**src/rtl/rate_monotonic_tick_scheduler_assert.svh**
```systemverilog
// Assertion macros shared by the scheduler RTL.
`ifndef RATE_MONOTONIC_TICK_SCHEDULER_ASSERT_SVH
`define RATE_MONOTONIC_TICK_SCHEDULER_ASSERT_SVH

// Same-cycle implication, checked on every rising clock edge outside reset.
`define RMTS_ASSERT_NOW(lbl, clk, rst, ante, cons, msg) \
   lbl: assert property (@(posedge clk) disable iff (rst) (ante) |-> (cons)) \
      else $error(msg);

// Next-cycle implication, checked on every rising clock edge outside reset.
`define RMTS_ASSERT_NEXT(lbl, clk, rst, ante, cons, msg) \
   lbl: assert property (@(posedge clk) disable iff (rst) (ante) |=> (cons)) \
      else $error(msg);

`endif

```
**src/rtl/rmts_pkg.sv**
```systemverilog
// Types and constants of the rate-monotonic tick scheduler.
`default_nettype none

package rmts_pkg;

   // Table geometry and field widths
   localparam int TASKS      = 8;
   localparam int TIME_BITS  = 16;
   localparam int WORK_BITS  = 24;
   localparam int STEP_BITS  = 32;
   localparam int SLOT_W     = 3;
   localparam int MASK_W     = 8;
   localparam int ADDR_W     = (TASKS > 1) ? $clog2(TASKS) : 1;
   localparam int SCAN_W     = $clog2(TASKS + 1);
   localparam int DIV_CNT_W  = $clog2(STEP_BITS);

   // Stream payload widths (rounded up to whole bytes)
   localparam int REQ_FIELDS_W = SLOT_W + 4 * TIME_BITS;
   localparam int REQ_DATA_W   = ((REQ_FIELDS_W + 7) / 8) * 8;
   localparam int RSP_FIELDS_W = 1 + SLOT_W + 2 * MASK_W + STEP_BITS;
   localparam int RSP_DATA_W   = ((RSP_FIELDS_W + 7) / 8) * 8;

   // Operation codes carried in req_tuser
   localparam logic OP_LOAD = 1'b0;
   localparam logic OP_TICK = 1'b1;

   localparam logic [WORK_BITS-1:0] WORK_MAX = '1;

   // One task table entry as held in the task memory
   typedef struct packed {
      logic [TIME_BITS-1:0] start;
      logic [TIME_BITS-1:0] period;
      logic [TIME_BITS-1:0] deadline;
      logic [TIME_BITS-1:0] exec;
      logic [WORK_BITS-1:0] remaining;
      logic [TIME_BITS-1:0] period_phase;    // elapsed mod period
      logic [TIME_BITS-1:0] deadline_phase;  // elapsed mod deadline
      logic                 started;
   } entry_type;

   // Result item, last field in the lowest bits
   typedef struct packed {
      logic [STEP_BITS-1:0] step_number;
      logic [MASK_W-1:0]    release_mask;
      logic [MASK_W-1:0]    deadline_miss_mask;
      logic [SLOT_W-1:0]    granted_task;
      logic                 granted_valid;
   } rsp_type;

endpackage

`default_nettype wire

```
**src/rtl/rate_monotonic_tick_scheduler.sv**
```systemverilog
// Rate-monotonic tick scheduler: task table in memory, scanned once per tick.
//
//   Channel   Direction  Handshake             Payload
//   req_      in         req_tvalid/tready     tuser: operation; tdata: slot and times
//   rsp_      out        rsp_tvalid/tready     tdata: grant, masks, step number
//
// A tick: the accepting state, a registered read of each table entry and its write-back,
// the grant write-back and the result state.
// A load: the accepting state, 32 steps of a bit-serial remainder of the steps elapsed
// since the task's start, for its phase in period and deadline, and the result state.
// Reset (synchronous) clears the step counter, the enable bits and the output.
// A waiting result does not block the next request; the result cycle after it stalls.
`default_nettype none

`include "rate_monotonic_tick_scheduler_assert.svh"

module rate_monotonic_tick_scheduler (
   input  wire logic                             clock,
   input  wire logic                             reset,
   input  wire logic                             req_tvalid,
   output logic                                  req_tready,
   input  wire logic                             req_tuser,  // operation
   // task_index, start_time, period, relative_deadline, exec_time, zero pad
   input  wire logic [rmts_pkg::REQ_DATA_W-1:0]  req_tdata,
   output logic                                  rsp_tvalid,
   input  wire logic                             rsp_tready,
   // granted_valid, granted_task, deadline_miss_mask, release_mask,
   // step_number, zero pad
   output logic [rmts_pkg::RSP_DATA_W-1:0]       rsp_tdata
);
   import rmts_pkg::*;

   typedef enum logic [2:0] {
      ST_IDLE,
      ST_DIV,
      ST_SCAN,
      ST_FINISH,
      ST_DONE
   } state_type;

   // Registers
   state_type                state_ff;
   logic [STEP_BITS-1:0]     step_ff;
   logic [TASKS-1:0]         enabled_ff;
   entry_type                ld_entry_ff;
   logic [ADDR_W-1:0]        ld_slot_ff;
   logic                     ld_ok_ff;
   logic [STEP_BITS-1:0]     dvd_ff;
   logic [TIME_BITS-1:0]     remp_ff;
   logic [TIME_BITS-1:0]     remd_ff;
   logic [DIV_CNT_W-1:0]     div_cnt_ff;
   logic [SCAN_W-1:0]        scan_cnt_ff;
   logic                     rd_vld_ff;
   logic [ADDR_W-1:0]        rd_idx_ff;
   entry_type                rd_data_ff;
   logic                     best_found_ff;
   logic [ADDR_W-1:0]        best_idx_ff;
   entry_type                best_entry_ff;
   logic [MASK_W-1:0]        miss_ff;
   logic [MASK_W-1:0]        rel_ff;
   logic                     rsp_tvalid_ff;
   rsp_type                  rsp_ff;

   entry_type                task_ram [TASKS];

   // Request field split
   logic                     req_xfer;
   logic [SLOT_W-1:0]        in_slot;
   logic [TIME_BITS-1:0]     in_start;
   logic [TIME_BITS-1:0]     in_period;
   logic [TIME_BITS-1:0]     in_deadline;
   logic [TIME_BITS-1:0]     in_exec;

   assign req_xfer    = req_tvalid && req_tready;
   assign in_slot     = req_tdata[SLOT_W-1:0];
   assign in_start    = req_tdata[SLOT_W +: TIME_BITS];
   assign in_period   = req_tdata[SLOT_W + TIME_BITS +: TIME_BITS];
   assign in_deadline = req_tdata[SLOT_W + 2*TIME_BITS +: TIME_BITS];
   assign in_exec     = req_tdata[SLOT_W + 3*TIME_BITS +: TIME_BITS];

   assign req_tready = (state_ff == ST_IDLE);
   assign rsp_tvalid = rsp_tvalid_ff;
   assign rsp_tdata  = {{(RSP_DATA_W - RSP_FIELDS_W){1'b0}}, rsp_ff};

   // Bit-serial remainder step for both divisors
   logic [TIME_BITS:0]       shp;
   logic [TIME_BITS:0]       shd;
   logic [TIME_BITS-1:0]     remp_in;
   logic [TIME_BITS-1:0]     remd_in;
   logic                     div_last;

   always_comb begin
      shp = {remp_ff, dvd_ff[STEP_BITS-1]};
      shd = {remd_ff, dvd_ff[STEP_BITS-1]};
      if (shp >= {1'b0, ld_entry_ff.period}) begin
         shp = shp - {1'b0, ld_entry_ff.period};
      end
      if (shd >= {1'b0, ld_entry_ff.deadline}) begin
         shd = shd - {1'b0, ld_entry_ff.deadline};
      end
      remp_in  = shp[TIME_BITS-1:0];
      remd_in  = shd[TIME_BITS-1:0];
      div_last = (div_cnt_ff == DIV_CNT_W'(STEP_BITS - 1));
   end

   // Per-entry tick update on the registered read data
   entry_type                upd;
   logic                     hit_start;
   logic                     act;
   logic [TIME_BITS:0]       rp_inc;
   logic [TIME_BITS:0]       rd_inc;
   logic                     rel_now;
   logic                     miss_now;
   logic [WORK_BITS:0]       work_sum;
   logic                     take_best;

   always_comb begin
      upd       = rd_data_ff;
      hit_start = (step_ff == {{(STEP_BITS - TIME_BITS){1'b0}}, rd_data_ff.start});
      act       = hit_start || (rd_data_ff.started && (step_ff != '0));
      rp_inc    = {1'b0, rd_data_ff.period_phase} + 1'b1;
      rd_inc    = {1'b0, rd_data_ff.deadline_phase} + 1'b1;
      if (hit_start || (rp_inc == {1'b0, rd_data_ff.period})) begin
         upd.period_phase = '0;
      end else begin
         upd.period_phase = rp_inc[TIME_BITS-1:0];
      end
      if (hit_start || (rd_inc == {1'b0, rd_data_ff.deadline})) begin
         upd.deadline_phase = '0;
      end else begin
         upd.deadline_phase = rd_inc[TIME_BITS-1:0];
      end
      upd.started = act;
      rel_now  = act && (rd_data_ff.period != '0) && (upd.period_phase == '0);
      miss_now = act && (rd_data_ff.deadline != '0) && (upd.deadline_phase == '0)
                 && (rd_data_ff.remaining != '0);
      work_sum = {1'b0, rd_data_ff.remaining}
                 + {{(WORK_BITS + 1 - TIME_BITS){1'b0}}, rd_data_ff.exec};
      if (rel_now) begin
         upd.remaining = work_sum[WORK_BITS] ? WORK_MAX : work_sum[WORK_BITS-1:0];
      end
      take_best = enabled_ff[rd_idx_ff] && (upd.remaining != '0)
                  && (!best_found_ff || (rd_data_ff.period < best_entry_ff.period));
   end

   // Memory write port select
   logic                     wr_en;
   logic [ADDR_W-1:0]        wr_addr;
   entry_type                wr_data;
   entry_type                ld_final;
   entry_type                best_dec;

   always_comb begin
      ld_final                = ld_entry_ff;
      ld_final.period_phase   = remp_in;
      ld_final.deadline_phase = remd_in;
      best_dec                = best_entry_ff;
      best_dec.remaining      = best_entry_ff.remaining - 1'b1;
      wr_en   = 1'b0;
      wr_addr = rd_idx_ff;
      wr_data = upd;
      unique case (state_ff)
         ST_DIV: begin
            wr_en   = div_last && ld_ok_ff;
            wr_addr = ld_slot_ff;
            wr_data = ld_final;
         end
         ST_SCAN: begin
            wr_en = rd_vld_ff && enabled_ff[rd_idx_ff];
         end
         ST_FINISH: begin
            wr_en   = best_found_ff;
            wr_addr = best_idx_ff;
            wr_data = best_dec;
         end
         default: begin
            wr_en = 1'b0;
         end
      endcase
   end

   // Task memory: one write and one registered read per cycle; a tick reads
   // each entry once and writes it back in the cycle after, so no entry is read
   // while its write is pending
   always_ff @(posedge clock) begin
      if (wr_en) begin
         task_ram[wr_addr] <= wr_data;
      end
      if ((state_ff == ST_SCAN) && (scan_cnt_ff < SCAN_W'(TASKS))) begin
         rd_data_ff <= task_ram[scan_cnt_ff[ADDR_W-1:0]];
      end
   end

   // Control, datapath and result registers
   always_ff @(posedge clock) begin
      if (reset) begin
         state_ff      <= ST_IDLE;
         step_ff       <= '0;
         enabled_ff    <= '0;
         rd_vld_ff     <= 1'b0;
         rsp_tvalid_ff <= 1'b0;
         best_found_ff <= 1'b0;
         scan_cnt_ff   <= '0;
         div_cnt_ff    <= '0;
      end else begin
         // result transfer frees the output unless a new result is loaded now
         if (rsp_tvalid_ff && rsp_tready && (state_ff != ST_DONE)) begin
            rsp_tvalid_ff <= 1'b0;
         end
         unique case (state_ff)
            ST_IDLE: begin
               if (req_xfer) begin
                  best_found_ff <= 1'b0;
                  miss_ff       <= '0;
                  rel_ff        <= '0;
                  if (req_tuser == OP_TICK) begin
                     step_ff     <= step_ff + 1'b1;
                     scan_cnt_ff <= '0;
                     state_ff    <= ST_SCAN;
                  end else begin
                     ld_ok_ff                <= ({1'b0, in_slot} < (SLOT_W + 1)'(TASKS));
                     ld_slot_ff              <= ADDR_W'(in_slot);
                     ld_entry_ff.start       <= in_start;
                     ld_entry_ff.period      <= in_period;
                     ld_entry_ff.deadline    <= in_deadline;
                     ld_entry_ff.exec        <= in_exec;
                     ld_entry_ff.remaining   <= '0;
                     ld_entry_ff.started     <=
                        (step_ff >= {{(STEP_BITS - TIME_BITS){1'b0}}, in_start});
                     ld_entry_ff.period_phase   <= '0;
                     ld_entry_ff.deadline_phase <= '0;
                     dvd_ff     <= step_ff - {{(STEP_BITS - TIME_BITS){1'b0}}, in_start};
                     remp_ff    <= '0;
                     remd_ff    <= '0;
                     div_cnt_ff <= '0;
                     state_ff   <= ST_DIV;
                  end
               end
            end
            ST_DIV: begin
               remp_ff    <= remp_in;
               remd_ff    <= remd_in;
               dvd_ff     <= {dvd_ff[STEP_BITS-2:0], 1'b0};
               div_cnt_ff <= div_cnt_ff + 1'b1;
               if (div_last) begin
                  if (ld_ok_ff) begin
                     enabled_ff[ld_slot_ff] <= 1'b1;
                  end
                  state_ff <= ST_DONE;
               end
            end
            ST_SCAN: begin
               // issue side
               rd_vld_ff <= (scan_cnt_ff < SCAN_W'(TASKS));
               rd_idx_ff <= scan_cnt_ff[ADDR_W-1:0];
               if (scan_cnt_ff < SCAN_W'(TASKS)) begin
                  scan_cnt_ff <= scan_cnt_ff + 1'b1;
               end else begin
                  state_ff <= ST_FINISH;
               end
               // update side
               if (rd_vld_ff && enabled_ff[rd_idx_ff]) begin
                  if (miss_now) begin
                     miss_ff <= miss_ff | (MASK_W'(1) << rd_idx_ff);
                  end
                  if (rel_now) begin
                     rel_ff <= rel_ff | (MASK_W'(1) << rd_idx_ff);
                  end
                  if (take_best) begin
                     best_found_ff <= 1'b1;
                     best_idx_ff   <= rd_idx_ff;
                     best_entry_ff <= upd;
                  end
               end
            end
            ST_FINISH: begin
               rd_vld_ff <= 1'b0;
               state_ff  <= ST_DONE;
            end
            ST_DONE: begin
               if (!rsp_tvalid_ff || rsp_tready) begin
                  rsp_tvalid_ff             <= 1'b1;
                  rsp_ff.granted_valid      <= best_found_ff;
                  rsp_ff.granted_task       <= best_found_ff ? SLOT_W'(best_idx_ff) : '0;
                  rsp_ff.deadline_miss_mask <= miss_ff;
                  rsp_ff.release_mask       <= rel_ff;
                  rsp_ff.step_number        <= step_ff;
                  state_ff                  <= ST_IDLE;
               end
            end
            default: begin
               state_ff <= ST_IDLE;
            end
         endcase
      end
   end

   // Checks
   logic [MASK_W-1:0] en_mask;
   assign en_mask = MASK_W'(enabled_ff);

   `RMTS_ASSERT_NEXT(a_busy_after_xfer, clock, reset, req_xfer, !req_tready, "accepted twice")
   `RMTS_ASSERT_NOW(a_grant_enabled, clock, reset,
      rsp_tvalid_ff && rsp_ff.granted_valid, en_mask[rsp_ff.granted_task],
      "grant to disabled slot")
   `RMTS_ASSERT_NOW(a_release_enabled, clock, reset,
      rsp_tvalid_ff, (rsp_ff.release_mask & ~en_mask) == '0,
      "release of disabled slot")
   `RMTS_ASSERT_NOW(a_scan_no_load, clock, reset,
      wr_en && (state_ff == ST_SCAN), rd_vld_ff,
      "write-back without read data")

endmodule

`default_nettype wire

```
**config.mk**
```make
export PLATFORM = sky130hd
export DESIGN_NAME = rate_monotonic_tick_scheduler
export DESIGN_NICKNAME = d
export VERILOG_FILES = /design/src/rtl/rmts_pkg.sv /design/src/rtl/rate_monotonic_tick_scheduler.sv
export VERILOG_INCLUDE_DIRS = /design/src /design/src/rtl
export SDC_FILE = /design/constraint.sdc
export NUM_CORES = 2
export LEC_CHECK = 0
export ABC_AREA = 1
export BUFFER_PORTS_ARGS = -buffer_cell sky130_fd_sc_hd__buf_2
export CAP_MARGIN = 15
export CORE_UTILIZATION = 50
export DETAILED_ROUTE_END_ITERATION = 10
export PLACE_DENSITY = 0.63
export SETUP_SLACK_MARGIN = 0.3
export SLEW_MARGIN = 20
export SYNTH_ARGS = -nofsm -noshare
export SYNTH_HDL_FRONTEND = slang
export SYNTH_SLANG_ARGS = --single-unit
```
**constraint.sdc**
```tcl
create_clock -name clock -period 9.5 [get_ports clock]
set_input_delay 1.425 -clock clock [delete_from_list [all_inputs] [get_ports clock]]
set_output_delay 1.425 -clock clock [all_outputs]
set_load 0.01 [all_outputs]
```
==> results.json <==
{
  "outcome": "complete, no violations",
  "setup_viol": 0,
  "ctsResizeCount": 0,
  "clock_latency_ns": 0.79,
  "antenna_found_initial": 1,
  "critPathMaxFanout": 89,
  "drive_gt1_frac": 0.08276,
  "grt_usage": 0.2452,
  "layout_min_cycle_time_ns": 6.757,
  "final_cell_count_no_fill": 7292,
  "drt-total-wl_um": 156500,
  "fin_util": 0.5642,
  "fin_nets": 5695,
  "rrSetupSlack_ns": 2.74,
  "p_per_area_mw_per_mm2": 248.3,
  "syn_area_mm2": 0.06293,
  "grt_start_max_net_pins": 186,
  "cts_inserted_buffers": 155,
  "htree_levels": 4,
  "cts_buffer_depth": 3,
  "cts_hold_buf": 0,
  "layout_commonest_cell": "edfxtp_1",
  "synth_cell_types": 60,
  "hpwlAfterDp_um": 85670,
  "placed_cells": 7007,
  "relSlewSlack": 0.2244,
  "clockRootBuffer": "clkbuf_16",
  "final_area_mm2": 0.07012,
  "cts.reportedPaths.clkPinSlew_ns": 0.06,
  "die-area_mm2": 0.1273,
  "synth_edf_count": 1416,
  "setup-tns-final_ns": 0,
  "initial_utilization": 0.5064,
  "final_cell_mix": "edfxtp_1, nor2_1, o21ai_0",
  "slew_violations": 0,
  "endpoint_kind": "flop",
  "path_class": "reg2reg",
  "syn-instance-count": 5465,
  "port_buffers": 125,
  "p_leak_nw": 25.02,
  "synth_flop_cell": "edfxtp_1",
  "crit_required_ns": 9.90,
  "area_growth_pct": 11.42,
  "hold_viol": 0,
  "fp.dieW_um": 356.8,
  "drv_cap": 0,
  "yosysWarnings": 0,
  "worst_slew_pin_slew_ns": 1.151,
  "synth_area_leaders": "edfxtp_1, nor2_1, o21ai_0, nand2_1, inv_1",
  "antenna_left": 0,
  "cts.sinks": 1471,
  "tritoncts": "done",
  "vias": 41740,
  "rows": 129,
  "core_mm2": 0.1243,
  "grt_pass1_vias": 39630,
  "synth_top_area_frac": 0.6757,
  "ys_seq_area_frac": 0.6932,
  "crit_path_start_kind": "flop",
  "syn_avg_cell_area_um2": 11.52,
  "wl_per_cell_um": 21.46,
  "cp.arrival_ns": 7.15,
  "drt-vias-per-instance": 5.725,
  "rsz0062_at_grt": "false",
  "period_share": 0.7113,
  "finClkSkew_ns": 0.03052,
  "grt_pass1_wl_um": 237900,
  "gp_congestion": 0.8905,
  "drt_iter0_markers": 4155,
  "synth_top_area_cell": "edfxtp_1",
  "irDropWorstVdd_mv": 0.2305,
  "placed_area_mm2": 0.06518,
  "ys_async_sr_fraction": 0,
  "io_pins": 135,
  "antennaDiodeCount": 0,
  "grt-ovfl-total": 0,
  "min-delay-path-class": "reg2reg",
  "first_pass_iters": 6,
  "die_h_um": 356.8,
  "drc": 0,
  "post_cts_buffers": 0,
  "synth-seq-cells": 1471,
  "fmax_ghz": 0.1480
}
## worst max-delay path: stages (launching register included)
cell	delay, ns
dfxtp_1	0.57
xor2_1	0.12
nor4_1	0.62
nand4_2	0.75
nand2_2	0.27
inv_2	0.10
nor2_2	0.56
nand2_1	0.10
nor2_1	0.73
nand3_2	0.59
o21ai_1	0.50
nor2_1	0.07
nand2_1	0.06
nor2_1	0.03
nand3_1	0.34
nand3_1	0.20
nor2_4	0.16
buf_12	0.44
## synthesized netlist by cell type, types with 3 or more instances
cell and instances:
a21oi_1 153, o21ai_0 623, clkbuf_1 216, xnor2_1 30
nand3_2 3, clkinv_1 5, o21bai_1 6, o221ai_1 18
nor3_2 4, a21o_1 4, nor3b_1 4, buf_6 3
nor2_2 11, nand3b_1 15, buf_4 5, nand2_1 570
buf_2 9, nand2_2 8, ha_1 87, a22oi_1 52
edfxtp_1 1416, nor2_1 1080, nand3_1 140, xor2_1 63
nand4_1 52, o21ai_1 4, or2_2 19, a31oi_1 128
nor3_1 38, nor2_4 5, buf_1 34, inv_2 6
o21a_1 5, nor4_1 26, inv_1 367, a211oi_1 4
a32o_1 10, fa_1 4, o211ai_1 36, o22ai_1 123
dfxtp_1 55
## metrics by stage
stage / hold slack [ns] / power [mW] / setup slack [ns]
finish: 0.4500 / 17.41 / 2.743
global route: 0.4550 / 18.14 / 2.535
CTS: 0.4439 / 17.49 / 2.847
detailed placement: 0.4345 / 11.58 / 2.867
global placement: 0.4343 / 11.51 / 2.972
floorplan: 0.4029 / 10.49 / 1.097
## layout make-up
class,count,area [um^2]
clock buffers,193,4084
clock inverters,92,855.8
fillers,10290,54170
inverters,378,1444
multi-input cells,3352,16960
flip-flops and latches,1471,43630
well taps,1637,2048
repair buffers,169,1094
## where the power goes
part           leakage (nW)  switching (mW)  total, mW  internal (mW)
clock                  2.41            2.54       5.94           3.40
combinational          9.35            2.35       3.14          0.790
sequential             13.3           0.223       8.33           8.11
total                  25.0            5.11       17.4           12.3
## metal layers
metal	up-vias	global-route usage	wire [um]
li1	19640	-	-
met1	20560	0.3500	69940
met2	1360	0.3930	73510
met3	194	0.03801	10150
met4	0	0.06530	2893
met5	-	0	0
## state kept, by name, indices dropped and copies added, names as in the netlist, 24 cells and up
| name | flops |
|---|---|
| task_ram | 968 |
| rsp_tdata | 52 |
| dvd_ff | 32 |
| ld_entry_ff | 65 |
| best_entry_ff | 24 |
| step_ff | 32 |
| rd_data_ff | 121 |
| best_dec | 97 |
## final timing paths
| check | end | startpoint | depth (start not counted) |
|---|---|---|---|
| setup reg to reg | best_dec[63] | step_ff[12] | 17 |
| setup / recovery | best_dec[63] | step_ff[12] | 17 |
| hold / removal | rsp_tdata[5] | miss_ff[1] | 0 |
| hold reg to reg | rsp_tdata[5] | miss_ff[1] | 0 |
## kinds of logic after synthesis
logic type,share of synthesized area
AND/OR/NAND/NOR,0.1295
flip-flops,0.6932
AO/OA/AOI/OAI,0.1061
buffers and inverters,0.03931
XOR/XNOR,0.01330
adder cells (fa/ha/maj),0.01857
other,0.00005959
Power figures use the tool's default switching activity.
